$ cat config.mk
export PLATFORM = sky130hd
export DESIGN_NAME = elg_div
export DESIGN_NICKNAME = d
export VERILOG_FILES = /design/src/rtl/elg_pkg.sv /design/src/rtl/elg_div.sv
export SDC_FILE = /design/constraint.sdc
export NUM_CORES = 1
export LEC_CHECK = 0
export BUFFER_PORTS_ARGS = -buffer_cell sky130_fd_sc_hd__buf_2
export CORE_UTILIZATION = 40
export CTS_CLUSTER_DIAMETER = 30
export CTS_CLUSTER_SIZE = 30
export DETAILED_ROUTE_END_ITERATION = 8
export MAX_ROUTING_LAYER = met4
export SLEW_MARGIN = 10
export SYNTH_ARGS = -nofsm -noshare
export SYNTH_HDL_FRONTEND = slang
export SYNTH_SLANG_ARGS = --single-unit
$ cat constraint.sdc
create_clock -name clk -period 4.1 [get_ports clk]
set_input_delay 0.205 -clock clk [delete_from_list [all_inputs] [get_ports clk]]
set_output_delay 0.205 -clock clk [all_outputs]
set_load 0.03 [all_outputs]
$ cat src/rtl/elg_pkg.sv
`timescale 1ns / 1ps
package elg_pkg;
	localparam int DEF_WIDTH = 32;

	localparam logic [1:0] REG_MODULUS   = 2'd0;
	localparam logic [1:0] REG_GENERATOR = 2'd1;
	localparam logic [1:0] REG_PRIVKEY   = 2'd2;

	localparam logic FUNC_SIGN   = 1'b0;
	localparam logic FUNC_VERIFY = 1'b1;

	localparam logic ERR_NONE     = 1'b0;
	localparam logic ERR_NO_INV   = 1'b1;

	localparam int RST_MODULUS   = 5;
	localparam int RST_GENERATOR = 2;
	localparam int RST_PRIVKEY   = 2;
endpackage

$ cat src/rtl/elg_div.sv
`timescale 1ns / 1ps
module elg_div import elg_pkg::*; #(
	parameter int WIDTH = DEF_WIDTH
) (
	input  logic             clk,
	input  logic             arst_n,
	input  logic             go,
	input  logic [WIDTH-1:0] num,
	input  logic [WIDTH-1:0] den,
	output logic             done,
	output logic [WIDTH-1:0] quo,
	output logic [WIDTH-1:0] rem
);
	localparam int CW = $clog2(WIDTH);

	logic          busy_q, done_q;
	logic [CW-1:0] cnt_q;
	logic [WIDTH-1:0] quo_q, rem_q, den_q;
	logic [WIDTH:0]   trial;
	logic             fits;

	always_comb begin
		trial = {rem_q, quo_q[WIDTH-1]};
		fits  = trial >= {1'b0, den_q};
	end

	always_ff @(posedge clk or negedge arst_n) begin
		if (!arst_n) begin
			busy_q <= 1'b0;
			done_q <= 1'b0;
			cnt_q  <= '0;
		end else begin
			done_q <= 1'b0;
			if (go) begin
				busy_q <= 1'b1;
				cnt_q  <= CW'(WIDTH - 1);
			end else if (busy_q) begin
				cnt_q <= cnt_q - 1'b1;
				if (cnt_q == '0) begin
					busy_q <= 1'b0;
					done_q <= 1'b1;
				end
			end
		end
	end

	// Restoring division, one quotient bit per cycle; the dividend shifts out
	// of the top of quo_q as the quotient shifts in at the bottom.
	always_ff @(posedge clk) begin
		if (go) begin
			quo_q <= num;
			rem_q <= '0;
			den_q <= den;
		end else if (busy_q) begin
			quo_q <= {quo_q[WIDTH-2:0], fits};
			rem_q <= fits ? WIDTH'(trial - {1'b0, den_q}) : trial[WIDTH-1:0];
		end
	end

	assign done = done_q;
	assign quo  = quo_q;
	assign rem  = rem_q;
endmodule

* Yosys cells after proc, flatten, opt, wreduce, memory -nomap -nowiden *
Cells that the tools add are included.

operators by class
  $add $sub $neg = 2
  $lt $le $gt $ge = 1
  multiplexer cells = 11
  reduce and logical (&&, ||, !) cells = 2

operators with widths
  cell                 count
  $mux 32              3
  $ge 33x32->1         1
  $sub 32x32->32       1
  $mux 5               2
  $mux 1               6
  $logic_not 5->1      1
  $sub 5x1->5 const B  1
  $reduce_bool 2->1    1

storage, ports and cells
  register bits after elaboration = 103
  input port bits = 67
  output and inout port bits = 65

* Logic depth before layout (Yosys ltp) *
  depth after elaboration = 4
  gate-level depth with buffers = 13
  depth with buffers taken out = 12

* Worst setup path before layout *
No wires, ideal clock.

  path type = register to register
  start = reg quo_q[31] (netlist: quo[31])
  end = reg rem_q[24] (netlist: rem[24])
  setup time = 127 ps
  arrival = 2919 ps
  setup slack = 1054 ps
  cell stages (with the launch flop) = 13
  cell sequence = edfxtp_1 > inv_1 > ha_1 > inv_1 > fa_1 > a211oi_1 > o21ai_1 > o31ai_1 > a32oi_1 > a41o_1 > a221oi_1 > xor2_1 > o211ai_1

between the ends
  word-level cells in the longest chain between the ends = 2

ends and longest elaborated chain
  what                                                   RTL line                      RTL
  start, declared                                        elg_div.sv:18                 logic [WIDTH-1:0] quo_q, rem_q, den_q;
  start signal, assigned                                 elg_div.sv:51                 quo_q <= num;
  start signal, assigned                                 elg_div.sv:55                 quo_q <= {quo_q[WIDTH-2:0], fits};
  $sub 32x32->32 / $ge 33x32->1 (equally long branches)  elg_div.sv:56, elg_div.sv:24
  $mux 32 (*)                                            elg_div.sv:56                 rem_q <= fits ? WIDTH'(trial - {1'b0, den_q}) : trial[WIDTH-1:0];
  end signal, assigned                                   elg_div.sv:56
  end, declared                                          elg_div.sv:18

Every way passes the cells marked *; elsewhere a longest branch is shown, timed or not.
A chain may end at the register's enable or synchronous reset.

* Final worst setup path *
Ends and elaborated chain as after synthesis.

==> results.py <==
metrics = {
    "power": {
        "p_comb_share_pct": 42.0,
        "power_mw": 3.95,
        "p_int_mw": 2.37,
        "pwr-share-clk_pct": 22.5,
        "switching_share_pct": 40.0,
        "p_seq_share_pct": 35.4,
        "peakVddDrop_uv": 256,
        "power.net_switching_mw": 1.58,
        "p_leak_nw": 3.23,
        "power_density_mw_per_mm2": 551,
    },
    "timing": {
        "drv_slew": 0,
        "fin_hold_ws_ns": 0.0177,
        "post-route-period-util_pct": 78.7,
        "skew_ns": 0.0168,
        "max_slew.worst_pin.slew_ns": 0.745,
        "clock.fmax_ghz": 0.310,
        "final.setup.tns_ns": 0,
        "layout_setup_ws_ns": 0.873,
        "final_hold_viol_count": 0,
        "rsz0062_at_grt": "no",
        "max_slew_margin_pct": 50.3,
        "setup_viol": 0,
        "fin_crit_ns": 3.23,
    },
    "die": {
        "die_area_mm2": 0.0154,
        "coreArea_mm2": 0.0145,
        "initial_utilization_pct": 40.9,
        "io_pins": 132,
        "dieHeight_um": 124,
        "dieWidth_um": 124,
        "rows": 44,
    },
    "place": {
        "place_congestion": 0.876,
        "portBuffers": 131,
        "dp.cells": 887,
        "place_area_mm2": 0.00677,
        "pre_cts_ws_ns": 0.911,
        "place_hpwl_um": 10600,
    },
    "cells_and_area": {
        "final_area_mm2": 0.00717,
        "stdcell_count": 913,
        "drive_above_1_share_pct": 27.4,
        "diodes": 0,
        "layout.nets": 826,
        "syn_to_final_growth_pct": 20.6,
        "fin_util_pct": 49.3,
    },
    "drt": {
        "drc": 0,
        "route.antenna.remaining_nets": 0,
        "vias": 4873,
        "wl_per_cell_um": 15.9,
        "drt_pass1_iterations": 4,
        "finalWirelength_um": 14500,
        "drt_iter0_markers": 281,
        "avgViaCountPerCell": 5.34,
    },
    "critical_path": {
        "crit_buf_inv": 2,
        "arrival_ns": 3.46,
        "cp_max_fo": 5,
        "slowest_delay_ns": 0.43,
        "path_class": "reg -> reg",
        "crit_path_start_kind": "register",
        "crit_path_top_delay_cell": "fa_1",
        "cp_common_cell": "inv_1",
        "cp-end-kind": "register",
        "worstPathRequired_ns": 4.34,
        "path_cells": "inv_1 > ha_1 > inv_1 > fa_1 > a211oi_1 > o21ai_1 > o31ai_1 > a32oi_1 > a41o_1 > a221oi_1 > xor2_1 > o211ai_1",
        "cp_top_family": "compound AO/OA/AOI/OAI gates",
    },
    "global_route": {
        "grt_overflow_total": 0,
        "antenna_found_initial": 0,
        "grt_start_max_net_pins": 40,
        "grt_usage_pct": 20.9,
        "grt_pass1_wl_um": 24000,
        "grt_pass1_vias": 4933,
    },
    "clock_tree": {
        "numCtsBuffers": 9,
        "cts.sinks": 103,
        "clock_path_buffers": 2,
        "post_cts_buffers": 0,
        "path_clk_slew_ns": 0.07,
        "cts_root_buf": "clkbuf_16",
        "clk_latency_ns": 0.36,
        "cts_htree_levels": 3,
        "cts_tree": "yes",
    },
    "synth": {
        "yosys_most_used_dff": "edfxtp_1",
        "synth_cell_type_count": 60,
        "synth-seq-area-share_pct": 46.1,
        "ys_warn_count": 0,
        "synth.ff_latch_count": 103,
        "async_flop_share_pct": 6.80,
        "synthCells": 593,
        "syn_area_mm2": 0.00594,
        "synth_edf_count": 64,
        "synth.avg_cell_area_um2": 10.0,
        "synth.net_count": 695,
    },
    "worst_hold_path": {
        "hold_path.class": "in -> reg",
    },
    "run": {
        "max-cap-violations": 0,
    },
    "status": {
        "status": "finished clean",
    },
}
-- worst register-to-register path, stage by stage (launching register included) --
cell and delay (ns):
edfxtp_1 0.38, inv_1 0.08, ha_1 0.15, inv_1 0.05, fa_1 0.43, a211oi_1 0.26
o21ai_1 0.16, o31ai_1 0.38, a32oi_1 0.25, a41o_1 0.38, a221oi_1 0.31, xor2_1 0.17
o211ai_1 0.10
-- final cells by class --
cell class | instances | area (um2)
fillers | 1377 | 7360
multi-input cells | 415 | 2910
flip-flops and latches | 103 | 2740
repair buffers | 151 | 833
clock buffers | 11 | 233
well taps | 184 | 230
inverters | 44 | 165
clock inverters | 5 | 65.1
-- placed cells by master, fill, tap and decap left out, drive strengths merged, types with 5 or more instances in the layout --
| cell type | Yosys | routed |
|---|---|---|
| nor2 | 36 | 36 |
| mux2i | 6 | 6 |
| a21oi | 39 | 39 |
| xor2 | 13 | 13 |
| edfxtp | 64 | 64 |
| nand4 | 7 | 7 |
| o21ai | 28 | 28 |
| a311oi | 22 | 22 |
| o211ai | 5 | 5 |
| xnor2 | 12 | 12 |
| buf | 9 | 141 |
| ha | 34 | 34 |
| clkbuf | 22 | 11 |
| inv | 44 | 46 |
| or3 | 5 | 5 |
| dlygate4sd3 | 0 | 10 |
| a211oi | 5 | 5 |
| nand3 | 13 | 13 |
| dfrtp | 7 | 7 |
| a21o | 17 | 17 |
| nand2b | 10 | 10 |
| mux2 | 33 | 33 |
| nand2 | 77 | 77 |
| dfxtp | 32 | 32 |
-- cell families after synthesis --
kind of cell	share of synthesized area, %
fa+ha+maj	7.49
compound gates	16.9
simple gates	13.5
buf+inv	5.07
flops	46.1
xor+xnor	3.68
mux	7.26
-- power groups by stage --
stage          registers, mW  logic, mW  clock network (mW)
2_1_floorplan           1.65      0.986                   0
3_3_place_gp            1.42       1.63                   0
3_5_place_dp            1.42       1.64                   0
4_1_cts                 1.40       1.66               0.915
5_1_grt                 1.42       1.84               0.954
6_report                1.40       1.66               0.889
-- worst paths after layout --
| check | startpoint | end | slack (ns) | depth (start not counted) |
|---|---|---|---|---|
| max | quo[31] | rem[24] | 0.87 | 12 |
| min | den[20] | den_q[20] | 0.02 | 1 |
| max reg2reg | quo[31] | rem[24] | 0.87 | 12 |
| min reg2reg | rem[10] | rem[10] | 0.50 | 2 |
| max in group asynchronous | arst_n | cnt_q[3] | 3.73 | 2 |
| min in group asynchronous | arst_n | cnt_q[4] | 0.22 | 2 |
-- synthesized netlist by cell type, types with 3 or more instances --
cell type   n  share of area, %
or3_1       5              0.53
o21ai_0    16               1.3
edfxtp_1   64                32
and3_1      4              0.42
nand3_1    13               1.1
buf_2       4              0.34
dfrtp_1     7               2.9
nand2_1    77               4.9
o31ai_1     3              0.38
o21ai_1    12               1.0
a21o_1     17               2.1
a311oi_2    5               1.3
mux2_2     32               6.1
nor2_1     36               2.3
a32oi_1     4              0.59
buf_1       3              0.19
nand2b_1   10               1.1
a31oi_1     4              0.42
ha_1       34               7.2
clkbuf_1   22               1.4
nand4_1     7              0.74
inv_1      44               2.8
dfxtp_1    32                11
nor3_1      4              0.34
xor2_1     13               1.9
or2_2       3              0.32
a211oi_1    4              0.51
o211ai_1    5              0.63
a21oi_1    39               3.3
a311oi_1   17               2.5
nand4b_1    4              0.59
mux2i_1     6               1.0
xnor2_1    12               1.8
-- per-layer routing --
metal / part of all wire (%) / wire length, um / global-route usage (%)
met1: 46 / 6730 / 26.0
met2: 45 / 6530 / 32.7
met3: 6.7 / 967 / 5.68
met5: 0 / 0 / -
met4: 1.8 / 263 / 7.51
-- sequential cells by signal, indices dropped and copies added, names as in the netlist --
signal / flops
busy_q: 1
den_q: 32
rem: 32
quo: 32
done: 1
cnt_q: 5
-- repair_timing --
action / in CTS / in global routing
endpoints found under the hold margin: 15 / 1
resized for setup: 0 / 0
hold buffers: 9 / 1
Power figures use the tool's default switching activity.
